$ cat src/rtl/directional_kinematic_limit_assert.svh
// Assertion macros for the directional kinematic limit block.
// Used by the top level; expects i_clk and i_rst_n in scope.
`ifndef DIRECTIONAL_KINEMATIC_LIMIT_ASSERT_SVH
`define DIRECTIONAL_KINEMATIC_LIMIT_ASSERT_SVH

// Same-cycle implication, off during reset.
`define DKL_ASSERT_IMP(lbl, ante, cons, msg) \
    lbl: assert property (@(posedge i_clk) disable iff (!i_rst_n) (ante) |-> (cons)) \
        else $error(msg);

// Next-cycle implication, off during reset.
`define DKL_ASSERT_NXT(lbl, ante, cons, msg) \
    lbl: assert property (@(posedge i_clk) disable iff (!i_rst_n) (ante) |=> (cons)) \
        else $error(msg);

`endif

$ cat src/rtl/dkl_pkg.sv
// Shared constants and pipeline types for the directional kinematic limit.
// No dependencies.
package dkl_pkg;

    localparam int FRAC_BITS = 8;
    localparam int DIR_W     = 16;
    localparam int MAG_W     = DIR_W;
    localparam int LIM_W     = 16;
    localparam int OUT_W     = 17;
    localparam int SQ_W      = 2 * DIR_W;
    localparam int VAL_W     = SQ_W + 2 * FRAC_BITS;
    localparam int RT_W      = VAL_W / 2;
    localparam int REM_W     = RT_W + 2;
    localparam int NUM_W     = LIM_W + RT_W;
    localparam int DEN_W     = RT_W;
    localparam int DSH_W     = DEN_W + OUT_W - 1;
    localparam logic [OUT_W-1:0] OUT_MAX = '1;

    typedef struct packed {
        logic             res0;
        logic             az0;
        logic [MAG_W-1:0] az;
        logic [LIM_W-1:0] lxy;
        logic [LIM_W-1:0] zl;
    } t_side;

    typedef struct packed {
        logic [VAL_W-1:0] val;
        logic [REM_W-1:0] rem;
        logic [RT_W-1:0]  root;
    } t_sq_lane;

    typedef struct packed {
        t_sq_lane h;
        t_sq_lane n;
        t_side    side;
    } t_sq;

    typedef struct packed {
        logic [NUM_W-1:0] rem;
        logic [DSH_W-1:0] dsh;
        logic [OUT_W-1:0] q;
        logic             spec;
        logic [OUT_W-1:0] sval;
    } t_div;

endpackage

$ cat src/rtl/dkl_sqrt_cell.sv
// One digit cell of the pipelined square root chain: one root bit per lane.
// Depends on dkl_pkg.
module dkl_sqrt_cell import dkl_pkg::*; (
    input  logic i_clk,
    input  logic i_rst_n,
    input  logic i_en,
    input  logic i_valid,
    input  t_sq  i_data,
    output logic o_valid,
    output t_sq  o_data
);

    function automatic t_sq_lane lane_step(input t_sq_lane a);
        t_sq_lane         r;
        logic [REM_W+1:0] cur;
        logic [REM_W+1:0] trial;
        cur   = {a.rem, a.val[VAL_W-1 -: 2]};
        trial = (REM_W+2)'({a.root, 2'b01});
        r.val = {a.val[VAL_W-3:0], 2'b00};
        if (cur >= trial) begin
            r.rem  = REM_W'(cur - trial);
            r.root = {a.root[RT_W-2:0], 1'b1};
        end else begin
            r.rem  = cur[REM_W-1:0];
            r.root = {a.root[RT_W-2:0], 1'b0};
        end
        return r;
    endfunction

    logic r_valid;
    t_sq  r_data;
    t_sq  n_data;

    always_comb begin
        n_data.h    = lane_step(i_data.h);
        n_data.n    = lane_step(i_data.n);
        n_data.side = i_data.side;
    end

    always_ff @(posedge i_clk) begin
        if (!i_rst_n) begin
            r_valid <= 1'b0;
        end else if (i_en) begin
            r_valid <= i_valid;
        end
    end

    always_ff @(posedge i_clk) begin
        if (i_en) begin
            r_data <= n_data;
        end
    end

    assign o_valid = r_valid;
    assign o_data  = r_data;

endmodule

$ cat config.mk
export PLATFORM = sky130hd
export DESIGN_NAME = dkl_sqrt_cell
export DESIGN_NICKNAME = d
export VERILOG_FILES = /design/src/rtl/directional_kinematic_limit_assert.svh /design/src/rtl/dkl_pkg.sv /design/src/rtl/dkl_sqrt_cell.sv
export SDC_FILE = /design/constraint.sdc
export NUM_CORES = 1
export LEC_CHECK = 0
export ABC_CLOCK_PERIOD_IN_PS = 2700
export BUFFER_PORTS_ARGS = -buffer_cell sky130_fd_sc_hd__buf_4
export CELL_PAD_IN_SITES_DETAIL_PLACEMENT = 1
export CELL_PAD_IN_SITES_GLOBAL_PLACEMENT = 1
export CORE_AREA = 3 3 190 192
export DETAILED_ROUTE_END_ITERATION = 10
export DIE_AREA = 0 0 193 195
export HOLD_SLACK_MARGIN = 0.08
export PLACE_DENSITY_LB_ADDON = 0.1
export SLEW_MARGIN = 20
export SYNTH_ARGS = -nofsm -noshare
export SYNTH_HDL_FRONTEND = slang
export SYNTH_SLANG_ARGS = --single-unit
$ cat constraint.sdc
create_clock -name i_clk -period 2.7 [get_ports i_clk]
set_clock_uncertainty 0.1 [all_clocks]
set_input_delay 0.135 -clock i_clk [delete_from_list [all_inputs] [get_ports i_clk]]
set_output_delay 0.135 -clock i_clk [all_outputs]
set_load 0.03 [all_outputs]
======== Yosys cells after proc, flatten, opt, wreduce, memory -nomap -nowiden ========
Index checks and enable logic that the tools add are counted.
cells by class
  $add $sub $neg .......................... 2
  mux-type cells .......................... 2
  $lt $le $gt $ge ......................... 2
operator list
  operator                                          number
  50-bit two-way mux                                2
  28-bit by 26-bit >= comparator with 1-bit output  2
  26-bit subtractor                                 2
storage, ports and cells
  logic and storage cells ................. 18
  register bits ........................... 243
  output and inout port bits .............. 247
  input bits .............................. 250

======== Depth between registers and ports, before layout ========
  depth in word-level cells ............... 2
  depth in mapped cells ................... 12

======== Worst setup path before layout ========
No wires, ideal clock.
  kind .................................... input to register
  from .................................... input i_data[151] (netlist name)
  to ...................................... register r_data (netlist bit o_data[190]), data pin
  path buffers ............................ 1
  library setup time ...................... 0.260 ns
  stages .................................. 11
  data required time ...................... 2.340 ns
  data arrival time ....................... 2.466 ns
  slack ................................... -0.126 ns
  cell sequence ........................... inv_1 > ha_1 > a21o_1 > or3_1 > o21ai_1 > o21ai_1 > a211oi_2 > a21oi_1 > nor2_4 > buf_2 > mux2_2
RTL lines
  item                  line                 RTL
  from (decl)           dkl_sqrt_cell.sv:8   input t_sq i_data,
  to (signal assigned)  dkl_sqrt_cell.sv:50  r_data <= n_data;
  to (decl)             dkl_sqrt_cell.sv:31  t_sq r_data;

==> flow_summary.yaml <==
outcome:
  status: "completed"
critical_path:
  cp-end-kind: "flop"
  slowest_delay_ns: 0.53
  crit_end: "o_data[180]"
  r2r_cells: 3
  startpoint: "i_data[152]"
  startpoint_type: "input pin"
  cpMostUsedCell: "o21ai_4"
  worstPathRequired_ns: 2.90
  crit_path_max_fanout: 8
  crit_type: "input pin to flop"
  rr_startpoint: "o_valid"
  r2r_end: "o_valid"
  path_cells: "dlygate4sd3_1 > buf_4 > inv_1 > ha_4 > or3_4 > o21ai_4 > o21ai_4 > a211oi_4 > a21oi_2 > nor2_4 > clkbuf_16 > mux2_2"
  cp.arrival_ns: 2.85
  r2r_setup_slack_ns: 1.42
  critical_path.slowest_cell: "dlygate4sd3_1"
floorplanning:
  die_y_um: 195
  rows: 68
  dieArea_um2: 37600
  initial_core_util_pct: 31.1
  io_pins: 497
  core_region_area_um2: 34500
  die_x_um: 193
sta:
  rsz0062_at_grt: "yes"
  worst_pin_slew_ns: 0.492
  drv_slew: 0
  hold_viol: 0
  finalSetupTns_ns: 0
  finalSetupViolations: 0
  slew-limit-headroom_pct: 66.3
  finalWorstSetupSlack_ns: 0.0468
  fin_crit_sh_pct: 98.3
  fmax_mhz: 377
  period_needed_ns: 2.65
yosys:
  yosysTopAreaCell: "edfxtp_1"
  synth_top_area_share_pct: 67.6
  ys_types: 59
  syn_area_per_cell_um2: 14.1
  synth-edff-count: 242
  syn_area_um2: 10800
  yosysWarnings: 0
  async_flop_share_pct: 0
  synthCells: 764
  synth_area_leaders: "edfxtp_1 68%, ha_1 6.1%, mux2_2 2.3%, inv_1 2.2%, xnor2_1 2.2%"
  synth_ff_type: "edfxtp_1"
  ys_seq_elements: 243
  yosysSeqAreaShare_pct: 67.8
route:
  via_per_inst: 4.71
  wire_per_inst_um: 22.7
  dr.pass1.iters: 4
  via_count: 9861
  drtIter0Drc: 402
  ant_nets: 0
  drc_errors: 0
  drt-total-wl_mm: 47.4
cts:
  tritoncts: "yes"
  numCtsBuffers: 29
  cts.path.max_buffers: 3
  cts_num_sinks: 243
  cts_htree_levels: 1
  cts_root_buf: "clkbuf_16"
  clkLatencyLatePin_ns: 0.55
  clk_pin_slew_ns: 0.06
pwr:
  power.density_nw_per_um2: 618
  combPwrFrac_pct: 27.6
  intPower_mw: 8.42
  switching_share_pct: 30.0
  p_seq_share_pct: 39.3
  leakagePower_nw: 8.45
  clock_power_share_pct: 33.0
  vdd_drop_max_mv: 0.416
  power.switching_mw: 3.61
global_routing:
  first_global_vias: 10700
  grt-ovfl-total: 0
  grt_max_degree: 69
  grt_pass1_wl_mm: 67.9
  antenna_found_initial: 6
  track_usage_pct: 23.9
place:
  place.gp.congestion: 0.814
  detailed_place_hpwl_mm: 31.8
  dpl_cell_area_um2: 15700
  numPortBuffers: 492
  dp_slack_ns: -0.229
cells_and_area:
  nets: 1914
  final_cell_mix: "574 x buf_4, 246 x dlygate4sd3_1, 242 x edfxtp_1"
  area_growth_pct: 81.2
  final_util_pct: 56.4
  final_common_cell: "buf_4"
  fillers: 3559
  final_cell_area_um2: 19500
  drive_gt1_share_pct: 42.2
job:
  cap_violations: 0
hold_path:
  hold_class: "input pin to flop"
## area by class of cell
cell class / count / area, um^2 / area share [%]
inverters: 64 / 240 / 1.23
clock inverters: 18 / 181 / 0.931
repair buffers: 830 / 6940 / 35.6
flip-flops and latches: 243 / 7290 / 37.4
well taps: 455 / 569 / 2.92
diodes: 4 / 10.0 / 0.0514
clock buffers: 34 / 744 / 3.82
multi-input cells: 444 / 3510 / 18.0
## repair_timing
item | in CTS | in global routing
hold buffers | 246 | 3
resized for setup | 0 | 60
setup endpoints to repair | 0 | 52
endpoints found under the hold margin | 279 | 3
buffers inserted | 0 | 8
## worst max-delay path, delay by kind of cell
family,cells,cell delay (ns)
AO/OA/AOI/OAI,4,0.71
adder cells (fa/ha/maj),1,0.17
AND/OR/NAND/NOR,2,0.59
buffers and inverters,4,0.90
multiplexers,1,0.33
## power groups by stage
stage	Clock, mW	Combinational (mW)	Sequential [mW]
6_report	3.97	3.33	4.73
5_1_grt	4.21	3.53	4.77
4_1_cts	4.03	3.20	4.71
3_5_place_dp	0	2.88	4.79
3_3_place_gp	0	2.84	4.78
2_1_floorplan	0	0.740	5.54
## metrics by stage
stage | cells | hold WS [ns] | power [mW]
3_3_place_gp | 1780 | 0.213 | 7.62
2_1_floorplan | 767 | 0.134 | 6.28
4_1_cts | 2078 | 0.113 | 11.9
3_5_place_dp | 1780 | 0.214 | 7.66
5_1_grt | 2091 | 0.185 | 12.5
6_report | 2092 | 0.152 | 12.0
## synthesized netlist by cell type, drive strengths merged (6+ instances only)
cell      n
a211oi    6
a21o     18
a21oi    45
a31oi     6
buf       6
clkbuf   10
edfxtp  242
ha       52
inv      64
mux2     23
nand2    56
nand2b    8
nand4    11
nor2     24
nor2b    11
nor3      9
o21ai    46
o21bai    6
o31ai     9
xnor2    27
xor2     15
## cells by family after synthesis
logic type,share of synthesized area (%)
fa+ha+maj,6.05
other cells,0.0349
mux,2.69
xor+xnor,3.42
simple gates,6.78
buf+inv,2.96
flops,67.8
compound gates,10.3
## worst min path at each step
stage,end,cells past startpoint,slack [ns],from
final,o_data[92],5,0.15,i_data[90]
after global routing,o_data[92],5,0.18,i_data[90]
after CTS,o_data[92],5,0.11,i_data[90]
after detailed placement,o_data[38],1,0.21,i_data[38]
after global placement,o_data[10],1,0.21,i_data[10]
after floorplan,o_data[0],0,0.13,i_data[0]
## layer usage
| layer | GRT usage [%] | share of wire, % | wire [um] |
|---|---|---|---|
| met3 | 5.87 | 6.7 | 3180 |
| met5 | 0 | 0.065 | 31 |
| met2 | 41.0 | 49 | 23400 |
| met1 | 27.1 | 38 | 17900 |
| met4 | 13.5 | 6.0 | 2840 |
## state kept, by name (all words and copies together), names as in the netlist
signal   cells
o_data     242
o_valid      1
Note: power is estimated with default switching activity, not from simulation.
