**src/rtl/directional_kinematic_limit_assert.svh**
```systemverilog
// Assertion macros for the directional kinematic limit block.
// Used by the top level; expects i_clk and i_rst_n in scope.
`ifndef DIRECTIONAL_KINEMATIC_LIMIT_ASSERT_SVH
`define DIRECTIONAL_KINEMATIC_LIMIT_ASSERT_SVH

// Same-cycle implication, off during reset.
`define DKL_ASSERT_IMP(lbl, ante, cons, msg) \
    lbl: assert property (@(posedge i_clk) disable iff (!i_rst_n) (ante) |-> (cons)) \
        else $error(msg);

// Next-cycle implication, off during reset.
`define DKL_ASSERT_NXT(lbl, ante, cons, msg) \
    lbl: assert property (@(posedge i_clk) disable iff (!i_rst_n) (ante) |=> (cons)) \
        else $error(msg);

`endif

```
**src/rtl/dkl_pkg.sv**
```systemverilog
// Shared constants and pipeline types for the directional kinematic limit.
// No dependencies.
package dkl_pkg;

    localparam int FRAC_BITS = 8;
    localparam int DIR_W     = 16;
    localparam int MAG_W     = DIR_W;
    localparam int LIM_W     = 16;
    localparam int OUT_W     = 17;
    localparam int SQ_W      = 2 * DIR_W;
    localparam int VAL_W     = SQ_W + 2 * FRAC_BITS;
    localparam int RT_W      = VAL_W / 2;
    localparam int REM_W     = RT_W + 2;
    localparam int NUM_W     = LIM_W + RT_W;
    localparam int DEN_W     = RT_W;
    localparam int DSH_W     = DEN_W + OUT_W - 1;
    localparam logic [OUT_W-1:0] OUT_MAX = '1;

    typedef struct packed {
        logic             res0;
        logic             az0;
        logic [MAG_W-1:0] az;
        logic [LIM_W-1:0] lxy;
        logic [LIM_W-1:0] zl;
    } t_side;

    typedef struct packed {
        logic [VAL_W-1:0] val;
        logic [REM_W-1:0] rem;
        logic [RT_W-1:0]  root;
    } t_sq_lane;

    typedef struct packed {
        t_sq_lane h;
        t_sq_lane n;
        t_side    side;
    } t_sq;

    typedef struct packed {
        logic [NUM_W-1:0] rem;
        logic [DSH_W-1:0] dsh;
        logic [OUT_W-1:0] q;
        logic             spec;
        logic [OUT_W-1:0] sval;
    } t_div;

endpackage

```
**src/rtl/dkl_div_cell.sv**
```systemverilog
// One quotient-bit cell of the pipelined restoring divider chain.
// Depends on dkl_pkg.
module dkl_div_cell import dkl_pkg::*; (
    input  logic i_clk,
    input  logic i_rst_n,
    input  logic i_en,
    input  logic i_valid,
    input  t_div i_data,
    output logic o_valid,
    output t_div o_data
);

    logic r_valid;
    t_div r_data;
    t_div n_data;

    always_comb begin
        n_data      = i_data;
        n_data.dsh  = i_data.dsh >> 1;
        if ({1'b0, i_data.rem} >= (NUM_W+1)'(i_data.dsh)) begin
            n_data.rem = NUM_W'({1'b0, i_data.rem} - (NUM_W+1)'(i_data.dsh));
            n_data.q   = {i_data.q[OUT_W-2:0], 1'b1};
        end else begin
            n_data.q   = {i_data.q[OUT_W-2:0], 1'b0};
        end
    end

    always_ff @(posedge i_clk) begin
        if (!i_rst_n) begin
            r_valid <= 1'b0;
        end else if (i_en) begin
            r_valid <= i_valid;
        end
    end

    always_ff @(posedge i_clk) begin
        if (i_en) begin
            r_data <= n_data;
        end
    end

    assign o_valid = r_valid;
    assign o_data  = r_data;

endmodule
```
**config.mk**
```make
export PLATFORM = sky130hd
export DESIGN_NAME = dkl_div_cell
export DESIGN_NICKNAME = d
export VERILOG_FILES = /design/src/rtl/directional_kinematic_limit_assert.svh /design/src/rtl/dkl_pkg.sv /design/src/rtl/dkl_div_cell.sv
export SDC_FILE = /design/constraint.sdc
export NUM_CORES = 1
export LEC_CHECK = 0
export BUFFER_PORTS_ARGS = -buffer_cell sky130_fd_sc_hd__buf_2
export CAP_MARGIN = 20
export CORE_UTILIZATION = 52
export CTS_BUF_LIST = sky130_fd_sc_hd__clkbuf_8
export CTS_CLUSTER_SIZE = 30
export DETAILED_ROUTE_END_ITERATION = 10
export GPL_TIMING_DRIVEN = 0
export PLACE_DENSITY = 0.95
export SLEW_MARGIN = 20
export SYNTH_ARGS = -nofsm -noshare
export SYNTH_HDL_FRONTEND = slang
export SYNTH_SLANG_ARGS = --single-unit
```
**constraint.sdc**
```tcl
create_clock -name i_clk -period 4.55 [get_ports i_clk]
set_clock_uncertainty 0.05 [all_clocks]
set_input_delay 0.91 -clock i_clk [delete_from_list [all_inputs] [get_ports i_clk]]
set_output_delay 0.91 -clock i_clk [all_outputs]
set_load 0.01 [all_outputs]
```
### Yosys cells after proc, flatten, opt, wreduce, memory -nomap -nowiden

Index checks and enable logic that the tools add are counted.

* register bits: 115
* bits in latches: 0
* bits in writable memories: 0
* ROM bits: 0
* input port bits: 119
* output and inout bits: 116
* logic and storage cells: 10
* memories kept: 0

* add/subtract/negate cells: 1
* multiply operators: 0
* divide/modulo/power cells: 0
* order comparisons: 1
* eq/ne operators: 0
* shift-type cells: 0
* mux-type cells: 2
* bitwise logic cells: 0
* reduce and logical (&&, ||, !) cells: 0

Operators with widths (number)
* $ge A40 B40 Y1: 1
* $mux W40: 1
* $sub A40 B40 Y40: 1
* $mux W1: 1

### Depth between registers and ports, before layout

Gate-level depths: netlist of the first run.

* word-level depth: 2
* depth in mapped cells: 13
* gate-level depth less buffers: 12

### Worst setup path before layout of the first run

OpenSTA, ideal clock, no wires.

* path kind: input-to-reg
* from: input i_data[37] (netlist name)
* to: register r_data (netlist bit o_data[110]) (data pin)
* library setup time: 260 ps
* arrival: 3492 ps
* data required time: 4240 ps
* slack: 748 ps
* cell stages on the path: 12
* buffers on the path: 1
* cells stage by stage: inv_1 ha_1 nor2b_1 o31a_1 o311ai_4 a21oi_2 o311ai_1 o211ai_1 o2111a_1 o22ai_4 buf_6 mux2_2

RTL lines
* from (decl): RTL line dkl_div_cell.sv:8 `input t_div i_data,`
* to (signal assigned): RTL line dkl_div_cell.sv:38 `r_data <= n_data;`
* to (decl): RTL line dkl_div_cell.sv:14 `t_div r_data;`

==> results of run 1 <==
==> cells in the mapped netlist, drive strengths merged (7+ instances only) <==
cell    count
edfxtp    114
inv        54
ha         40
mux2       35
a21oi      34
nor2       31
xnor2      27
nand2      26
o21ai      22
a21o       19
clkbuf      9
nor2b       9
a211oi      8
nand3       8
and3        7
o21a        7
==> cell families (layout without fill, tap and decap cells) <==
logic type,after synthesis,after routing,synth area share [%]
compound gates,128,128,13.82
simple gates,105,105,7.984
mux,41,41,7.104
xor+xnor,33,33,4.521
other cells,1,1,0.05865
buf+inv,68,333,4.520
flops,115,115,53.86
fa+ha+maj,41,41,8.141
==> final timing paths <==
| path | slack [ns] | depth (start not counted) | startpoint | end |
|---|---|---|---|---|
| max | 0.53 | 14 | i_data[75] | o_data[112]$_DFFE_PP_ |
| min reg2reg | 0.49 | 2 | o_valid$_SDFFE_PN0P_ | o_valid$_SDFFE_PN0P_ |
| min | 0.49 | 2 | o_valid$_SDFFE_PN0P_ | o_valid$_SDFFE_PN0P_ |
| max reg2reg | 3.90 | 2 | o_valid$_SDFFE_PN0P_ | o_valid$_SDFFE_PN0P_ |
==> flip-flops by register name (all words and copies together), names as in the netlist <==
signal / cells
o_data: 114
o_valid: 1
==> metal layers <==
metal  share of wire [%]  up-vias  global-route usage, %  routed length [um]
met1                  38     2420                  27.30                6023
met2                  51      220                  44.16                8028
met5                   0        -                      0                   0
met3                 6.9       46                  5.570                1091
met4                 3.7        0                  14.21                 586
li1                    -     2485                      -                   -
==> per-stage QoR <==
step	util (%)	hold slack, ns	instances	setup WS [ns]
finish	68.07	0.4929	944	0.5326
global placement	64.43	0.4432	911	0.1294
floorplan	-	0.4883	532	0.7479
detailed placement	64.71	0.4876	912	0.07862
CTS	68.07	0.5004	944	0.5520
global route	68.07	0.5377	944	0.3902
==> power groups by stage <==
stage                     registers (W)  logic [W]  clock network [W]
after detailed placement        0.00134   0.000700                  0
after CTS                       0.00132   0.000704           0.000976
after global routing            0.00133   0.000769            0.00102
final                           0.00132   0.000705           0.000960
after global placement          0.00134   0.000673                  0
after floorplan                 0.00140   0.000371                  0
==> worst reg2reg max path, cell delays in order, from the launching register on <==
cell	delay, ns
dfxtp_1	0.32
mux2i_1	0.12
nor2b_1	0.06
==> area by class of cell <==
type                    count  area share [%]
flip-flops and latches    115           42.11
repair buffers            233           14.61
clock buffers              18           3.030
well taps                 147           2.249
multi-input cells         349           32.55
clock inverters            14           1.913
plain buffers              14           1.056
inverters                  54           2.479
==> metrics.yaml, run 1 <==
status:
  status: "finished, final reports clean"
power:
  p_int_w: 0.002119
  peakVddDrop_mv: 0.1584
  pwr-share-comb_pct: 23.6
  power_frac_seq_pct: 44.2
  p_switching_w: 0.0008656
  power_w: 0.002984
  p_leak_nw: 3.718
  switching_share_pct: 29.01
  pwr-share-clk_pct: 32.2
  power_density_mw_per_mm2: 365.0
sta:
  worst_pin_slew_ns: 0.8275
  fin_tns_setup_ns: 0
  drv_slew: 0
  finalSetupViolCount: 0
  max_freq_ghz: 0.2489
  hold_viol: 0
  slew_headroom_pct: 44.46
  fin_crit_sh_pct: 88.29
  rsz0062_at_grt: "no"
  period_minus_slack_ns: 4.017
place:
  io_buffers: 232
  place.gp.congestion: 0.9005
  placedInstanceArea_mm2: 0.007772
  dp_hpwl_mm: 12.20
clock_tree:
  cts_hold_buf: 0
  cts.sinks: 115
  cts_buffers: 17
  cts_tree: "built"
  post_cts_buffers: 0
  ctsHtreeMaxLevel: 4
  clkSlewWorstSetupHoldPaths_ns: 0.07
  cts-root-buf: "clkbuf_8"
  postCtsResizedCells: 0
  cts.path.max_buffers: 2
  clock_latency_ns: 0.44
routing:
  wl_mm: 15.73
  drtIter0Drc: 429
  wire_per_inst_um: 16.66
  ant_nets: 0
  first_pass_iters: 7
  dr_total_vias: 5171
  drc: 0
  via_per_inst: 5.478
critical_path:
  critPathBufInv: 3
  endpoint_kind: "register"
  crit_chain: "buf_2, inv_1, ha_1, fa_1, nor2b_1, o31a_1, o311ai_4, a21oi_2, o311ai_1, o211ai_1, o2111a_1, o22ai_4, buf_6, mux2_2"
  slowest_delay_ns: 0.41
  critical_path.top_delay_family: "compound AO/OA/AOI/OAI gates"
  cp.required_ns: 4.69
  crit_slowest_cell: "o311ai_1"
  critical_path_class: "input port to register"
  crit_path_max_fanout: 10
  cp-start-kind: "input port"
  cp.arrival_ns: 4.16
final_layout:
  drive_gt1_share_pct: 39.27
  fillers: 902
  diodes: 0
  final_area_mm2: 0.008177
  multi_input_area_mm2: 0.002661
  layout.nets: 944
  most-common-layout-cells: "buf_2 (231), edfxtp_1 (114), inv_1 (54)"
  seqCellArea_mm2: 0.003443
  syn2layout_area_growth_pct: 27.89
  layout_commonest_cell: "buf_2"
synth:
  synthCells: 532
  yosys_warnings: 0
  synth_cell_types: 55
  yosysSeqAreaShare_pct: 53.86
  ys_top_cells_by_area: "edfxtp_1 (54%), ha_1 (7.8%), mux2_2 (6.0%)"
  synth_top_area_share_pct: 53.54
  ys.flop_type: "edfxtp_1"
  syn_area_per_cell_um2: 12.02
  syn_area_mm2: 0.006394
  async_flop_share_pct: 0
  yosysTopAreaCell: "edfxtp_1"
  synth-edff-count: 114
  synth_fp_nets: 692
  synth-seq-cells: 115
global_route:
  overflow: 0
  grt_pass1_vias: 5034
  grt_use_total_pct: 24.78
  grt_pass1_wl_mm: 23.94
  antenna_found_initial: 0
  grt_start_max_net_pins: 74
floorplanning:
  die_h_um: 112.9
  io_pins: 235
  start_util_pct: 53.23
  core-area_mm2: 0.01201
  die_area_mm2: 0.01274
  die_w_um: 112.9
  rows: 40
hold_path:
  hold_path.class: "register to register"
run:
  cap_violations: 0
(Power assumes the default switching activity.)
==> run 2: changes to the inputs <==
--- a/config.mk
+++ b/config.mk
@@ -7,7 +7,7 @@
 export LEC_CHECK = 0
 export BUFFER_PORTS_ARGS = -buffer_cell sky130_fd_sc_hd__buf_2
 export CAP_MARGIN = 20
-export CORE_UTILIZATION = 52
+export CORE_UTILIZATION = 54
 export CTS_BUF_LIST = sky130_fd_sc_hd__clkbuf_8
 export CTS_CLUSTER_SIZE = 30
 export DETAILED_ROUTE_END_ITERATION = 10
==> constraint.sdc (replaced) <==
create_clock -name i_clk -period 4.8 [get_ports i_clk]
set_clock_uncertainty 0.05 [all_clocks]
set_input_delay 0.96 -clock i_clk [delete_from_list [all_inputs] [get_ports i_clk]]
set_output_delay 0.96 -clock i_clk [all_outputs]
set_load 0.01 [all_outputs]
==> metrics.yaml, run 2 (same netlist as run 1, synthesis figures left out) <==
global_route:
  grt_pass1_vias: 5140  # +2.1%
  overflow: 0  # unchanged
  grt_use_total_pct: 27.07  # +2.3 points
  grt_pass1_wl_mm: 25.40  # +6.1%
  antenna_found_initial: 1  # +1
  grt_start_max_net_pins: 82  # +11%
clock_tree:
  clock_latency_ns: 0.45  # about the same
  clkSlewWorstSetupHoldPaths_ns: 0.08  # about the same
  cts_hold_buf: 0  # unchanged
  cts_tree: "built"
  ctsHtreeMaxLevel: 4  # unchanged
  postCtsResizedCells: 0  # unchanged
  cts_buffers: 17  # unchanged
  cts-root-buf: "clkbuf_8"
  cts.sinks: 115  # unchanged
  cts.path.max_buffers: 2  # unchanged
  post_cts_buffers: 0  # unchanged
critical_path:
  crit_path_max_fanout: 10  # unchanged
  cp-start-kind: "input port"
  critical_path_class: "input port to register"
  slowest_delay_ns: 0.41  # about the same
  cp.required_ns: 4.96  # +0.27 ns
  cp.arrival_ns: 4.17  # about the same
  crit_slowest_cell: "o311ai_1"
  crit_chain: "buf_2, inv_1, ha_1, nor2b_1, o31a_1, o311ai_4, a21oi_2, o311ai_1, o211ai_1, o2111a_1, o22ai_4, buf_6, mux2_2"
  endpoint_kind: "register"
power:
  switching_share_pct: 29.12  # +0.11 points
  peakVddDrop_mv: 0.2976  # +88%
  p_leak_nw: 3.701  # -0.46%
  pwr-share-comb_pct: 24.2  # +0.6 points
  pwr-share-clk_pct: 31.0  # -1.2 points
  power_frac_seq_pct: 44.8  # +0.6 points
  p_int_w: 0.001982  # -6.5%
  p_switching_w: 0.0008140  # -6.0%
  power_density_mw_per_mm2: 343.3  # -5.9%
place:
  pre_cts_ws_ns: 0.3622  # +0.2836 ns
  place.gp.congestion: 0.8782  # -2.5%
  io_buffers: 232  # unchanged
  placedInstanceArea_mm2: 0.007767  # about the same
  placed_cells: 908  # -0.44%
  dp_hpwl_mm: 12.18  # -0.13%
final_layout:
  layout.nets: 944  # unchanged
  most-common-layout-cells: "buf_2 (231), edfxtp_1 (114), inv_1 (55)"
  multi_input_area_mm2: 0.002661  # unchanged
  syn2layout_area_growth_pct: 27.36
  layout_commonest_cell: "buf_2"
  diodes: 0  # unchanged
  drive_gt1_share_pct: 38.90  # -0.38 points
  final_area_mm2: 0.008143  # -0.41%
  seqCellArea_mm2: 0.003443  # unchanged
  stdcell_count: 940  # -0.42%
  fillers: 800  # -11%
  largest_reg_flops: 114  # unchanged
sta:
  hold_viol: 0  # unchanged
  slew_headroom_pct: 41.81  # -2.7 points
  fin_ws_ns: 0.7951  # +0.2625 ns
  period_minus_slack_ns: 4.005
  drv_slew: 0  # unchanged
  rsz0062_at_grt: "no"
  worst_pin_slew_ns: 0.8670  # +0.03957 ns
  finalSetupViolCount: 0  # unchanged
  fin_crit_sh_pct: 83.44
  max_freq_ghz: 0.2497
  fin_tns_setup_ns: 0  # unchanged
routing:
  drc: 0  # unchanged
  via_per_inst: 5.569  # +1.7%
  wl_mm: 16.30  # +3.6%
  first_pass_iters: 5  # -2
  dr_total_vias: 5235  # +1.2%
  wire_per_inst_um: 17.34  # +4.0%
  drtIter0Drc: 421  # -1.9%
  ant_nets: 0  # unchanged
floorplanning:
  io_pins: 235  # unchanged
  die_w_um: 110.8  # -1.8%
  die_area_mm2: 0.01228  # -3.6%
  rows: 39  # -2.5%
  core-area_mm2: 0.01147  # -4.5%
  die_h_um: 110.8  # -1.8%
  start_util_pct: 55.76  # +2.5 points
hold_path:
  hold_path.class: "register to register"
run:
  cap_violations: 0  # unchanged
status:
  status: "finished, final reports clean"
==> run 2: worst max-delay path: cells and delay by family <==
family                   cells  cell delay (ns)
adder cells (fa/ha/maj)      1             0.35
buffers and inverters        3             0.34
multiplexers                 1             0.38
AND/OR/NAND/NOR              1             0.17
AO/OA/AOI/OAI                7             1.95
==> run 2: metrics by stage <==
| stage | total power (W) | util (%) | hold slack (ns) |
|---|---|---|---|
| 2_1_floorplan | 0.001683 | - | 0.4883 |
| 3_3_place_gp | 0.001908 | 67.44 | 0.4440 |
| 3_5_place_dp | 0.001938 | 67.74 | 0.4620 |
| 4_1_cts | 0.002809 | 71.01 | 0.4792 |
| 5_1_grt | 0.002922 | 71.01 | 0.5246 |
| 6_report | 0.002796 | 71.01 | 0.4773 |
==> run 2: power groups by stage <==
| stage | Sequential, W | Clock (W) | Combinational (W) |
|---|---|---|---|
| floorplan | 0.00133 | 0 | 0.000352 |
| global route | 0.00126 | 0.000928 | 0.000736 |
| detailed placement | 0.00127 | 0 | 0.000666 |
| CTS | 0.00125 | 0.000883 | 0.000674 |
| global placement | 0.00127 | 0 | 0.000638 |
| finish | 0.00125 | 0.000868 | 0.000677 |
==> run 2: final timing paths <==
check / to / start / cells past startpoint / slack, ns
setup / recovery: o_data[104]$_DFFE_PP_ / i_data[37] / 13 / 0.80
hold / removal: o_valid$_SDFFE_PN0P_ / o_valid$_SDFFE_PN0P_ / 2 / 0.48
setup reg to reg: o_valid$_SDFFE_PN0P_ / o_valid$_SDFFE_PN0P_ / 2 / 4.16
hold reg to reg: o_valid$_SDFFE_PN0P_ / o_valid$_SDFFE_PN0P_ / 2 / 0.48
==> run 2: area by class of cell <==
class | count | area share [%]
plain buffers | 14 | 1.060
clock buffers | 17 | 2.873
clock inverters | 15 | 1.736
inverters | 54 | 2.489
multi-input cells | 349 | 32.68
flip-flops and latches | 115 | 42.29
well taps | 143 | 2.197
repair buffers | 233 | 14.67
==> run 2: metal layers <==
layer | GRT usage [%] | wire, um | up-vias
li1 | - | - | 2480
met5 | 0 | 0 | -
met2 | 47.87 | 8424 | 273
met3 | 8.311 | 1364 | 52
met4 | 11.73 | 459 | 0
met1 | 29.92 | 6048 | 2430
